$ cat config.mk
export PLATFORM = sky130hd
export DESIGN_NAME = ir_pulse_width_capture
export DESIGN_NICKNAME = d
export VERILOG_FILES = /design/src/sv/ipwc_pkg.sv /design/src/sv/ipwc_store.sv /design/src/sv/ipwc_outq.sv /design/src/sv/ir_pulse_width_capture.sv
export SDC_FILE = /design/constraint.sdc
export NUM_CORES = 1
export LEC_CHECK = 0
export BUFFER_PORTS_ARGS = -buffer_cell sky130_fd_sc_hd__buf_2
export CORE_AREA = 3 3 281 283
export CTS_CLUSTER_DIAMETER = 40
export DETAILED_ROUTE_END_ITERATION = 10
export DIE_AREA = 0 0 284 286
export HOLD_SLACK_MARGIN = 0.08
export PLACE_DENSITY = 0.78
export SETUP_SLACK_MARGIN = 0.15
export SLEW_MARGIN = 20
export SYNTH_ARGS = -nofsm -noshare
export SYNTH_HDL_FRONTEND = slang
export SYNTH_SLANG_ARGS = --single-unit
$ cat constraint.sdc
create_clock -name clk -period 6.57 [get_ports clk]
set_input_delay 0.657 -clock clk [delete_from_list [all_inputs] [get_ports clk]]
set_output_delay 0.657 -clock clk [all_outputs]
set_load 0.005 [all_outputs]
$ cat src/sv/ipwc_pkg.sv
// ----------------------------------------------------------------------------
// ipwc_pkg
// Shared types and constants for the IR pulse-width capture block.
// ----------------------------------------------------------------------------
`default_nettype none

package ipwc_pkg;

  // Default depth of the width store
  localparam int unsigned DEPTH_DEF = 128;

  // Field widths
  localparam int unsigned OP_W    = 2;
  localparam int unsigned IDX_W   = 7;
  localparam int unsigned WIDTH_W = 8;
  localparam int unsigned CNT_W   = 8;

  // Reset value of the timeout limit register
  localparam logic [WIDTH_W-1:0] TIMEOUT_RESET = 8'hFF;

  // Item codes
  typedef enum logic [OP_W-1:0] {
    OP_EDGE    = 2'd0,
    OP_TICK    = 2'd1,
    OP_READ    = 2'd2,
    OP_RELEASE = 2'd3
  } op_t;

  // Capture modes
  typedef enum logic [1:0] {
    MODE_START = 2'd0,
    MODE_LOW   = 2'd1,
    MODE_HIGH  = 2'd2,
    MODE_DONE  = 2'd3
  } mode_t;

  // One result item
  typedef struct packed {
    mode_t              mode;
    logic               message_ready;
    logic [CNT_W-1:0]   pulse_count;
    logic [WIDTH_W-1:0] read_data;
  } result_t;

endpackage

`default_nettype wire

$ cat src/sv/ipwc_store.sv
// ----------------------------------------------------------------------------
// ipwc_store
// Width store: one write port, one read port with registered read data.
// ----------------------------------------------------------------------------
`default_nettype none

module ipwc_store #(
  parameter int unsigned DEPTH = ipwc_pkg::DEPTH_DEF,
  parameter int unsigned AW    = (DEPTH > 1) ? $clog2(DEPTH) : 1
) (
  input  wire logic                        clk,
  input  wire logic                        we,
  input  wire logic [AW-1:0]               waddr,
  input  wire logic [ipwc_pkg::WIDTH_W-1:0] wdata,
  input  wire logic                        re,
  input  wire logic [AW-1:0]               raddr,
  output logic      [ipwc_pkg::WIDTH_W-1:0] rdata
);
  import ipwc_pkg::*;

  logic [WIDTH_W-1:0] mem [DEPTH];

  // Write the captured width
  always_ff @(posedge clk) begin
    if (we) begin
      mem[waddr] <= wdata;
    end
  end

  // Read an entry, hold the data until the next read
  always_ff @(posedge clk) begin
    if (re) begin
      rdata <= mem[raddr];
    end
  end

endmodule

`default_nettype wire

$ cat src/sv/ipwc_outq.sv
// ----------------------------------------------------------------------------
// ipwc_outq
// Three-entry result queue that decouples the output handshake from intake.
// ----------------------------------------------------------------------------
`default_nettype none

module ipwc_outq (
  input  wire logic              clk,
  input  wire logic              rst,
  input  wire logic              push,
  input  wire ipwc_pkg::result_t push_data,
  input  wire logic              out_ready,
  output logic                   out_valid,
  output ipwc_pkg::result_t      out_data,
  output logic [1:0]             level
);
  import ipwc_pkg::*;

  localparam logic [1:0] LAST = 2'd2;

  result_t    slot [3];
  logic [1:0] wr_ptr;
  logic [1:0] rd_ptr;
  logic       pop;

  assign out_valid = (level != 2'd0);
  assign out_data  = slot[rd_ptr];
  assign pop       = out_valid && out_ready;

  // Store a pushed result
  always_ff @(posedge clk) begin
    if (push) begin
      slot[wr_ptr] <= push_data;
    end
  end

  // Advance pointers and fill level
  always_ff @(posedge clk) begin
    if (rst) begin
      wr_ptr <= 2'd0;
      rd_ptr <= 2'd0;
      level  <= 2'd0;
    end else begin
      if (push) begin
        wr_ptr <= (wr_ptr == LAST) ? 2'd0 : wr_ptr + 2'd1;
      end
      if (pop) begin
        rd_ptr <= (rd_ptr == LAST) ? 2'd0 : rd_ptr + 2'd1;
      end
      case ({push, pop})
        2'b10:   level <= level + 2'd1;
        2'b01:   level <= level - 2'd1;
        default: level <= level;
      endcase
    end
  end

endmodule

`default_nettype wire

$ cat src/sv/ir_pulse_width_capture.sv
// ----------------------------------------------------------------------------
// ir_pulse_width_capture
// Captures the low and high pulse widths of an IR message in timer ticks.
// ----------------------------------------------------------------------------
// The block takes one item per clock cycle: a pin edge, a timer tick, a read
// of a stored width or a release. Control state (mode, width count, tick
// counter, timer run flag) updates in the cycle of the transfer, and widths go
// to a single-port-write, registered-read store; a read therefore returns its
// data from the store in the following cycle. Each result passes through the
// read stage register and waits in a three-entry queue before it is offered on
// the output, so intake continues at full rate while the output side stalls
// briefly; in_ready drops only when the queue and the read stage together hold
// three results. The store needs no clearing after reset: its data is passed
// on only for entries below the current count.
// ----------------------------------------------------------------------------
`default_nettype none

module ir_pulse_width_capture #(
  parameter int unsigned DEPTH = ipwc_pkg::DEPTH_DEF
) (
  input  wire logic                         clk,
  input  wire logic                         rst,
  input  wire logic                         cfg_we,
  input  wire logic [ipwc_pkg::WIDTH_W-1:0] cfg_data,
  input  wire logic                         in_valid,
  output logic                              in_ready,
  input  wire logic [ipwc_pkg::OP_W-1:0]    op,
  input  wire logic                         pin_level,
  input  wire logic [ipwc_pkg::IDX_W-1:0]   read_index,
  output logic                              out_valid,
  input  wire logic                         out_ready,
  output logic [1:0]                        mode,
  output logic                              message_ready,
  output logic [ipwc_pkg::CNT_W-1:0]        pulse_count,
  output logic [ipwc_pkg::WIDTH_W-1:0]      read_data
);
  import ipwc_pkg::*;

  localparam int unsigned AW  = (DEPTH > 1) ? $clog2(DEPTH) : 1;
  localparam int unsigned CW  = $clog2(DEPTH + 1);
  localparam int unsigned XW  = ((CW > IDX_W) ? CW : IDX_W) + 1;
  localparam logic [CW-1:0] DEPTH_C = CW'(DEPTH);

  typedef enum logic [1:0] {
    EV_HIGH,
    EV_LOW,
    EV_TIMEOUT
  } ev_t;

  // Control state
  logic [WIDTH_W-1:0] timeout_limit;
  mode_t              mode_q;
  logic [CW-1:0]      count_q;
  logic [WIDTH_W-1:0] tick_q;
  logic               run_q;

  mode_t              mode_next;
  logic [CW-1:0]      count_next;
  logic [WIDTH_W-1:0] tick_next;
  logic               run_next;

  logic               in_xfer;
  op_t                op_c;
  logic               ev_go;
  ev_t                ev;
  logic               take_go;
  mode_t              take_mode;
  logic               we;
  logic               rd_ok;

  // Read stage
  logic               s1_valid;
  logic               s1_rd;
  mode_t              s1_mode;
  logic [CW-1:0]      s1_count;
  logic [WIDTH_W-1:0] rdata;
  result_t            s1_res;

  // Output queue
  result_t            q_data;
  logic [1:0]         q_level;
  logic [2:0]         occ;

  assign op_c    = op_t'(op);
  assign in_xfer = in_valid && in_ready;

  // Hold intake while queue plus read stage could not absorb another result
  assign occ      = {1'b0, q_level} + {2'b00, s1_valid};
  assign in_ready = (occ < 3'd3);

  // Read hits a written entry only below the count and the depth
  assign rd_ok = (XW'(read_index) < XW'(count_q)) && (XW'(read_index) < XW'(DEPTH_C));

  // Next control state for one item
  always_comb begin
    mode_next  = mode_q;
    count_next = count_q;
    tick_next  = tick_q;
    run_next   = run_q;
    ev_go      = 1'b0;
    ev         = EV_LOW;
    take_go    = 1'b0;
    take_mode  = MODE_START;
    we         = 1'b0;

    if (in_xfer) begin
      case (op_c)
        OP_EDGE: begin
          run_next = 1'b0;
          ev_go    = 1'b1;
          ev       = pin_level ? EV_HIGH : EV_LOW;
        end
        OP_TICK: begin
          if (run_q) begin
            if (tick_q >= timeout_limit) begin
              run_next  = 1'b0;
              tick_next = '0;
              ev_go     = 1'b1;
              ev        = EV_TIMEOUT;
            end else begin
              tick_next = tick_q + 1'b1;
            end
          end
        end
        OP_RELEASE: begin
          if (mode_q == MODE_DONE) begin
            mode_next = MODE_START;
          end
        end
        default: ;
      endcase
    end

    // Advance the capture mode on an edge or timeout
    if (ev_go) begin
      case (mode_q)
        MODE_START: begin
          if (ev == EV_LOW) begin
            tick_next  = '0;
            run_next   = 1'b1;
            count_next = '0;
            mode_next  = MODE_HIGH;
          end
        end
        MODE_HIGH: begin
          if (ev == EV_HIGH) begin
            take_go   = 1'b1;
            take_mode = MODE_LOW;
          end else begin
            mode_next = MODE_START;
          end
        end
        MODE_LOW: begin
          if (ev == EV_TIMEOUT) begin
            mode_next = MODE_DONE;
          end else if (ev == EV_LOW) begin
            take_go   = 1'b1;
            take_mode = MODE_HIGH;
          end else begin
            mode_next = MODE_START;
          end
        end
        default: ;
      endcase
    end

    // Store a width, or drop the message when the store is full
    if (take_go) begin
      if (count_q < DEPTH_C) begin
        we         = 1'b1;
        count_next = count_q + 1'b1;
        tick_next  = '0;
        run_next   = 1'b1;
        mode_next  = take_mode;
      end else begin
        mode_next = MODE_START;
      end
    end
  end

  // Hold control state and the timeout limit
  always_ff @(posedge clk) begin
    if (rst) begin
      timeout_limit <= TIMEOUT_RESET;
      mode_q        <= MODE_START;
      count_q       <= '0;
      tick_q        <= '0;
      run_q         <= 1'b0;
      s1_valid      <= 1'b0;
    end else begin
      if (cfg_we) begin
        timeout_limit <= cfg_data;
      end
      mode_q   <= mode_next;
      count_q  <= count_next;
      tick_q   <= tick_next;
      run_q    <= run_next;
      s1_valid <= in_xfer;
    end
  end

  // Capture the result fields alongside the store read
  always_ff @(posedge clk) begin
    if (in_xfer) begin
      s1_mode  <= mode_next;
      s1_count <= count_next;
      s1_rd    <= (op_c == OP_READ) && rd_ok;
    end
  end

  ipwc_store #(
    .DEPTH (DEPTH),
    .AW    (AW)
  ) u_store (
    .clk   (clk),
    .we    (we),
    .waddr (AW'(count_q)),
    .wdata (tick_q),
    .re    (in_xfer && (op_c == OP_READ)),
    .raddr (AW'(read_index)),
    .rdata (rdata)
  );

  // Assemble the result, zero data unless a valid read
  always_comb begin
    s1_res.mode          = s1_mode;
    s1_res.message_ready = (s1_mode == MODE_DONE);
    s1_res.pulse_count   = CNT_W'(s1_count);
    s1_res.read_data     = s1_rd ? rdata : '0;
  end

  ipwc_outq u_outq (
    .clk       (clk),
    .rst       (rst),
    .push      (s1_valid),
    .push_data (s1_res),
    .out_ready (out_ready),
    .out_valid (out_valid),
    .out_data  (q_data),
    .level     (q_level)
  );

  assign mode          = q_data.mode;
  assign message_ready = q_data.message_ready;
  assign pulse_count   = q_data.pulse_count;
  assign read_data     = q_data.read_data;

endmodule

`default_nettype wire

Word level (Yosys, flattened, before mapping). Memory sizes are Yosys's and may differ from the RTL's. A register that Yosys moved wholly into a read port is not among the register bits. Cells that the tools add are included.

$add $sub $neg: 7. Magnitude comparators: 4. Equal/unequal tests: 13. Multiplexer cells: 65. Reductions and logical operators: 9.

Operators with widths (number): 8-bit 2-to-1 mux (15); 2-bit 2-to-1 mux (20); 1-bit 2-to-1 mux (23); 2-bit == test (second input constant) (9); 8-bit by 1-bit adder with 8-bit output (second input constant) (2); 2-bit one-hot mux with 2 select lines (3); 2-bit by 1-bit == test with 1-bit output (second input constant) (4); 8-bit greater-or-equal comparator (1); 7-bit by 8-bit < comparator with 1-bit output (1); 8-bit < comparator (second input constant) (1); 2-bit by 1-bit adder with 2-bit output (second input constant) (3); 2-bit logical NOT (3); 1-bit one-hot mux with 2 select lines (3); 2-bit one-hot mux with 3 select lines (1); 1-bit logical AND (4); 2-bit nonzero test (2); 2-bit by 1-bit adder with 3-bit output (1); 3-bit by 2-bit < comparator with 1-bit output (second input constant) (1); 2-bit by 1-bit subtractor with 2-bit output (second input constant) (1).

Bits in registers: 45. Memory bits (writable): 1081. Input bits: 23. Output and inout bits: 21. Word-level logic and storage cells: 112. Memories kept: 2.

Memories: u_store.mem (depth 128, bits a word 8, rd ports 1, clocked after Yosys merged registers in 1, write ports 1, RTL line ipwc_store.sv:21) `logic [WIDTH_W-1:0] mem [DEPTH];`; u_outq.slot (depth 3, bits a word 19, rd ports 1, clocked after Yosys merged registers in 1, write ports 1, RTL line ipwc_outq.sv:21) `result_t slot [3];`.

Longest topological paths before layout.
Word-level depth: 13. Gate-level depth with buffers: 11.

Cells and area by module. A second synthesis with hierarchy kept.

Cell total of the unflattened synthesis: 2050. Area, all modules: 44500.2 µm².

Modules (own cells, without submodules): ipwc_store (times used 1, cells each 1635, area an instance 39745.6 µm², sequential area each 30989.7 µm²); ipwc_outq (times used 1, cells each 153, area an instance 2407.3 µm², sequential area each 1871.8 µm²); ir_pulse_width_capture (times used 1, cells each 262, area an instance 2347.3 µm², sequential area each 890.9 µm²).

Least setup slack after synthesis. No wires, ideal clock.

Kind: register to register. Start: reg tick_q[6]. End: mem u_store.mem[95][0] (enable). Library setup time: 0.395 ns. Data arrival time: 4.524 ns. Required time: 6.175 ns. Path slack: 1.651 ns. Stages on the path, launching flop included: 9. Period minus slack after synthesis: 4.919 ns. Path through: dfxtp_1 ha_1 a21o_1 a221oi_2 o21ai_4 a21boi_2 nand2_2 buf_2 nor4_1.

Cells in the longest elaborated chain, start to end: 13. Elaborated cells between the ends (all ways): 20. Classes of those cells: order compare: 1; eq/ne: 2; mux: 16; reduce/logical: 1.

RTL lines: from (decl) (RTL line ir_pulse_width_capture.sv:54) `logic [WIDTH_W-1:0] tick_q;`; from (signal assigned) (RTL line ir_pulse_width_capture.sv:196) `tick_q <= tick_next;`; 8-bit greater-or-equal comparator (*) (RTL line ir_pulse_width_capture.sv:115) `if (tick_q >= timeout_limit) begin`; 2-bit 2-to-1 mux (RTL line ir_pulse_width_capture.sv:115); 2-bit 2-to-1 mux (RTL line ir_pulse_width_capture.sv:114) `if (run_q) begin`; 2-bit one-hot mux with 2 select lines (RTL line ir_pulse_width_capture.sv:107) `case (op_c)`; 2-bit 2-to-1 mux (RTL line ir_pulse_width_capture.sv:106) `if (in_xfer) begin`; 2-bit by 1-bit == test with 1-bit output (RTL line ir_pulse_width_capture.sv:156) `end else if (ev == EV_LOW) begin`; 1-bit 2-to-1 mux (RTL line ir_pulse_width_capture.sv:156); 1-bit 2-to-1 mux (RTL line ir_pulse_width_capture.sv:154) `if (ev == EV_TIMEOUT) begin`; 1-bit one-hot mux with 2 select lines (RTL line ir_pulse_width_capture.sv:136) `case (mode_q)`; 1-bit 2-to-1 mux (*) (RTL line ir_pulse_width_capture.sv:135) `if (ev_go) begin`; 1-bit 2-to-1 mux (*) (RTL line ir_pulse_width_capture.sv:168) `if (take_go) begin`; 1-bit 2-to-1 mux (*) (RTL line ipwc_store.sv:25) `if (we) begin`; 1-bit 2-to-1 mux (implied by the code) (*) (RTL line ipwc_store.sv:26) `mem[waddr] <= wdata;`; to (decl) (RTL line ipwc_store.sv:21).

Every way passes the cells marked *; elsewhere a longest branch is shown, timed or not.

Worst setup path after layout.
Start: reg tick_q[0]. End: mem u_store.mem[88][5] (enable).

Same word-level chain as after synthesis.

==> results_dict.tcl <==
set metrics [dict create \
    status "finished clean" \
    cts_buffers 130 \
    power.switching_mw 3.42 \
    vias 23700 \
    tightest_slew_ns 1.13 \
    synth_edf_count 1100 \
    grt_pass1_vias 23700 \
    fin_crit_ns 4.86 \
    die_y_um 286 \
    layout.nets 2347 \
    p_int_mw 12.3 \
    worst_ep_arrival_time_ns 5.19 \
    drc_errors 0 \
    async_flop_share_pct 0 \
    yosysWarnings 0 \
    clock-root-buffer "clkbuf_16" \
    cts.sinks 1136 \
    maxSlewHeadroom_pct 24.5 \
    swShare_pct 21.7 \
    netlist-cell-type-count 67 \
    combPwrFrac_pct 3.3 \
    seqPwrFrac_pct 50.4 \
    cts_resized 0 \
    clock_skew_ns 0.0419 \
    start_util_pct 57.8 \
    period_share_pct 74.0 \
    yosys-top-cells-area "edfxtp_1, mux4_2, dfxtp_1" \
    synth_top_cell_by_area "edfxtp_1" \
    core_area_um2 77000 \
    drive_gt1_share_pct 25.7 \
    synth_area_per_cell_um2 20.0 \
    drv_slew 0 \
    mappedNetlistArea_um2 44500 \
    drtAntennaViolNets 0 \
    mostFrequentLayoutCell "edfxtp_1" \
    cts_setup_buffers 0 \
    ys_ff_latch 1136 \
    yosysSeqAreaShare_pct 75.9 \
    clkPwrFrac_pct 46.4 \
    die_x_um 284 \
    reg2reg_slack_ns 1.71 \
    vias_per_cell 6.88 \
    clock_path_buffers 3 \
    hold_viol_final 0 \
    worstSetupEndpointType "flop" \
    ctsHoldBuffers 0 \
    synth_flop_cell "edfxtp_1" \
    final_cells 3448 \
    post-route-util_pct 65.4 \
    clock.fmax_mhz 206 \
    syn-num-nets 2268 \
    fp-row-count 102 \
    p_leak_nw 16.9 \
    grt_usage_pct 27.3 \
    cp-start-kind "flop" \
    n_fill_cell 4694 \
    cts_tree "yes" \
    rsz0062_at_grt "no" \
    grt_antenna_before_repair 5 \
    cp.required_ns 6.90 \
    clkTransAtPathRegs_ns 0.06 \
    synth_top_area_share_pct 74.3 \
    setup_tns_ns 0 \
    ir_drop_uv 302 \
    hold_class "in -> reg" \
    dieArea_um2 81200 \
    dr.pass1.iters 6 \
    synth_cells 2222 \
    overflow 0 \
    gp_congestion 0.920 \
    place_inst 3209 \
    drv_cap 0 \
    ctsHtreeMaxLevel 4 \
    ios 44 \
    cp_max_fo 85 \
    finalSetupViolCount 0 \
    p_per_area_nw_per_um2 313 \
    final_cell_mix "edfxtp_1, mux4_2, clkbuf_16" \
    routed_wl_um 109000 \
    grt_pass1_wl_um 162000 \
    crit_type "reg -> reg" \
    hpwl_um 61500 \
    clock_latency_ns 0.74 \
    numPortBuffers 43 \
    areaGrowthSynthToFinish_pct 13.1 \
    grt_max_degree 132 \
    wire_per_inst_um 31.6 \
    drt_iter0_drc 3825 \
]
power groups by stage:
stage                     Clock [mW]  Sequential (mW)  Combinational (mW)
after floorplan                    0             8.05               0.357
after global placement             0             8.07               0.492
after detailed placement           0             8.08               0.506
after CTS                       7.37             7.92               0.512
after global routing            7.65             7.93               0.549
final                           7.29             7.92               0.512
final cells by class:
cell class / count / area [um2] / share of cell area (%)
clock buffers: 143 / 3340 / 6.65
diodes: 1 / 2.50 / 0.00497
clock inverters: 95 / 1070 / 2.13
repair buffers: 76 / 520 / 1.03
multi-input cells: 935 / 10200 / 20.3
flip-flops and latches: 1136 / 33800 / 67.2
inverters: 22 / 82.6 / 0.164
well taps: 1040 / 1300 / 2.59
stage by stage:
stage	hold slack, ns	worst slack (ns)	power (mW)	area [um2]
final	0.171	1.71	15.7	50300
after global routing	0.169	1.41	16.1	50300
after CTS	0.133	1.74	15.8	50200
after detailed placement	0.456	1.78	8.58	45800
after global placement	0.448	1.92	8.56	45800
after floorplan	0.440	1.65	8.41	44500
cell families (layout without fill, tap and decap cells):
kind of cell	count (synthesis)	count (layout)	share of synthesized area (%)
buffers and inverters	151	336	1.47
adders and majority gates	23	23	0.647
xor gates and xnor gates	8	8	0.157
other	0	1	0
AOI/OAI and AO/OA	219	219	3.54
muxes	295	295	13.9
and+or+nand+nor	390	390	4.43
DFF	1136	1136	75.9
worst max-delay path, cell delays in order (launching register included):
cell	delay, ns
dfxtp_4	1.06
inv_1	0.11
ha_1	0.31
nand2b_1	0.09
a31oi_1	0.16
o21ai_4	0.25
a21o_1	0.87
nand2_2	0.08
buf_4	0.44
nor3_1	0.99
state kept, by name (all words and copies together), names as in the netlist, named ones only:
register and flops:
count_q 8, s1_rd 1, u_outq.wr_ptr 2, timeout_limit 8, s1_mode 2, u_outq.slot 57
u_outq.level 2, s1_valid 1, s1_count 8, u_outq.rd_ptr 2, mode_q 2, u_store.rdata 8
run_q 1, tick_q 8, u_store.mem 1024
cell usage after synthesis, types with 23 or more instances:
cell type / instances
mux4_2: 256
dfxtp_1: 36
buf_2: 56
o22ai_1: 25
ha_1: 23
edfxtp_1: 1100
nor2_1: 104
nand3_1: 70
nand2_1: 56
nor3_1: 66
clkbuf_1: 53
a22oi_1: 96
o21ai_0: 23
routing by layer:
metal	track usage, %	vias up	routed length [um]
li1	-	9441	-
met1	37.2	12000	38900
met2	42.8	1881	52000
met3	6.69	356	12900
met4	12.0	8	5210
met5	0	-	60
final timing paths:
check | start | endpoint | cells after the start
hold / removal | cfg_data[7] | timeout_limit[7] | 3
hold reg to reg | s1_count[1] | u_outq.slot[0][9] | 0
setup / recovery | tick_q[0] | u_store.mem[88][5] | 9
setup reg to reg | tick_q[0] | u_store.mem[88][5] | 9
No activity file was read; power rests on OpenSTA's default activity.
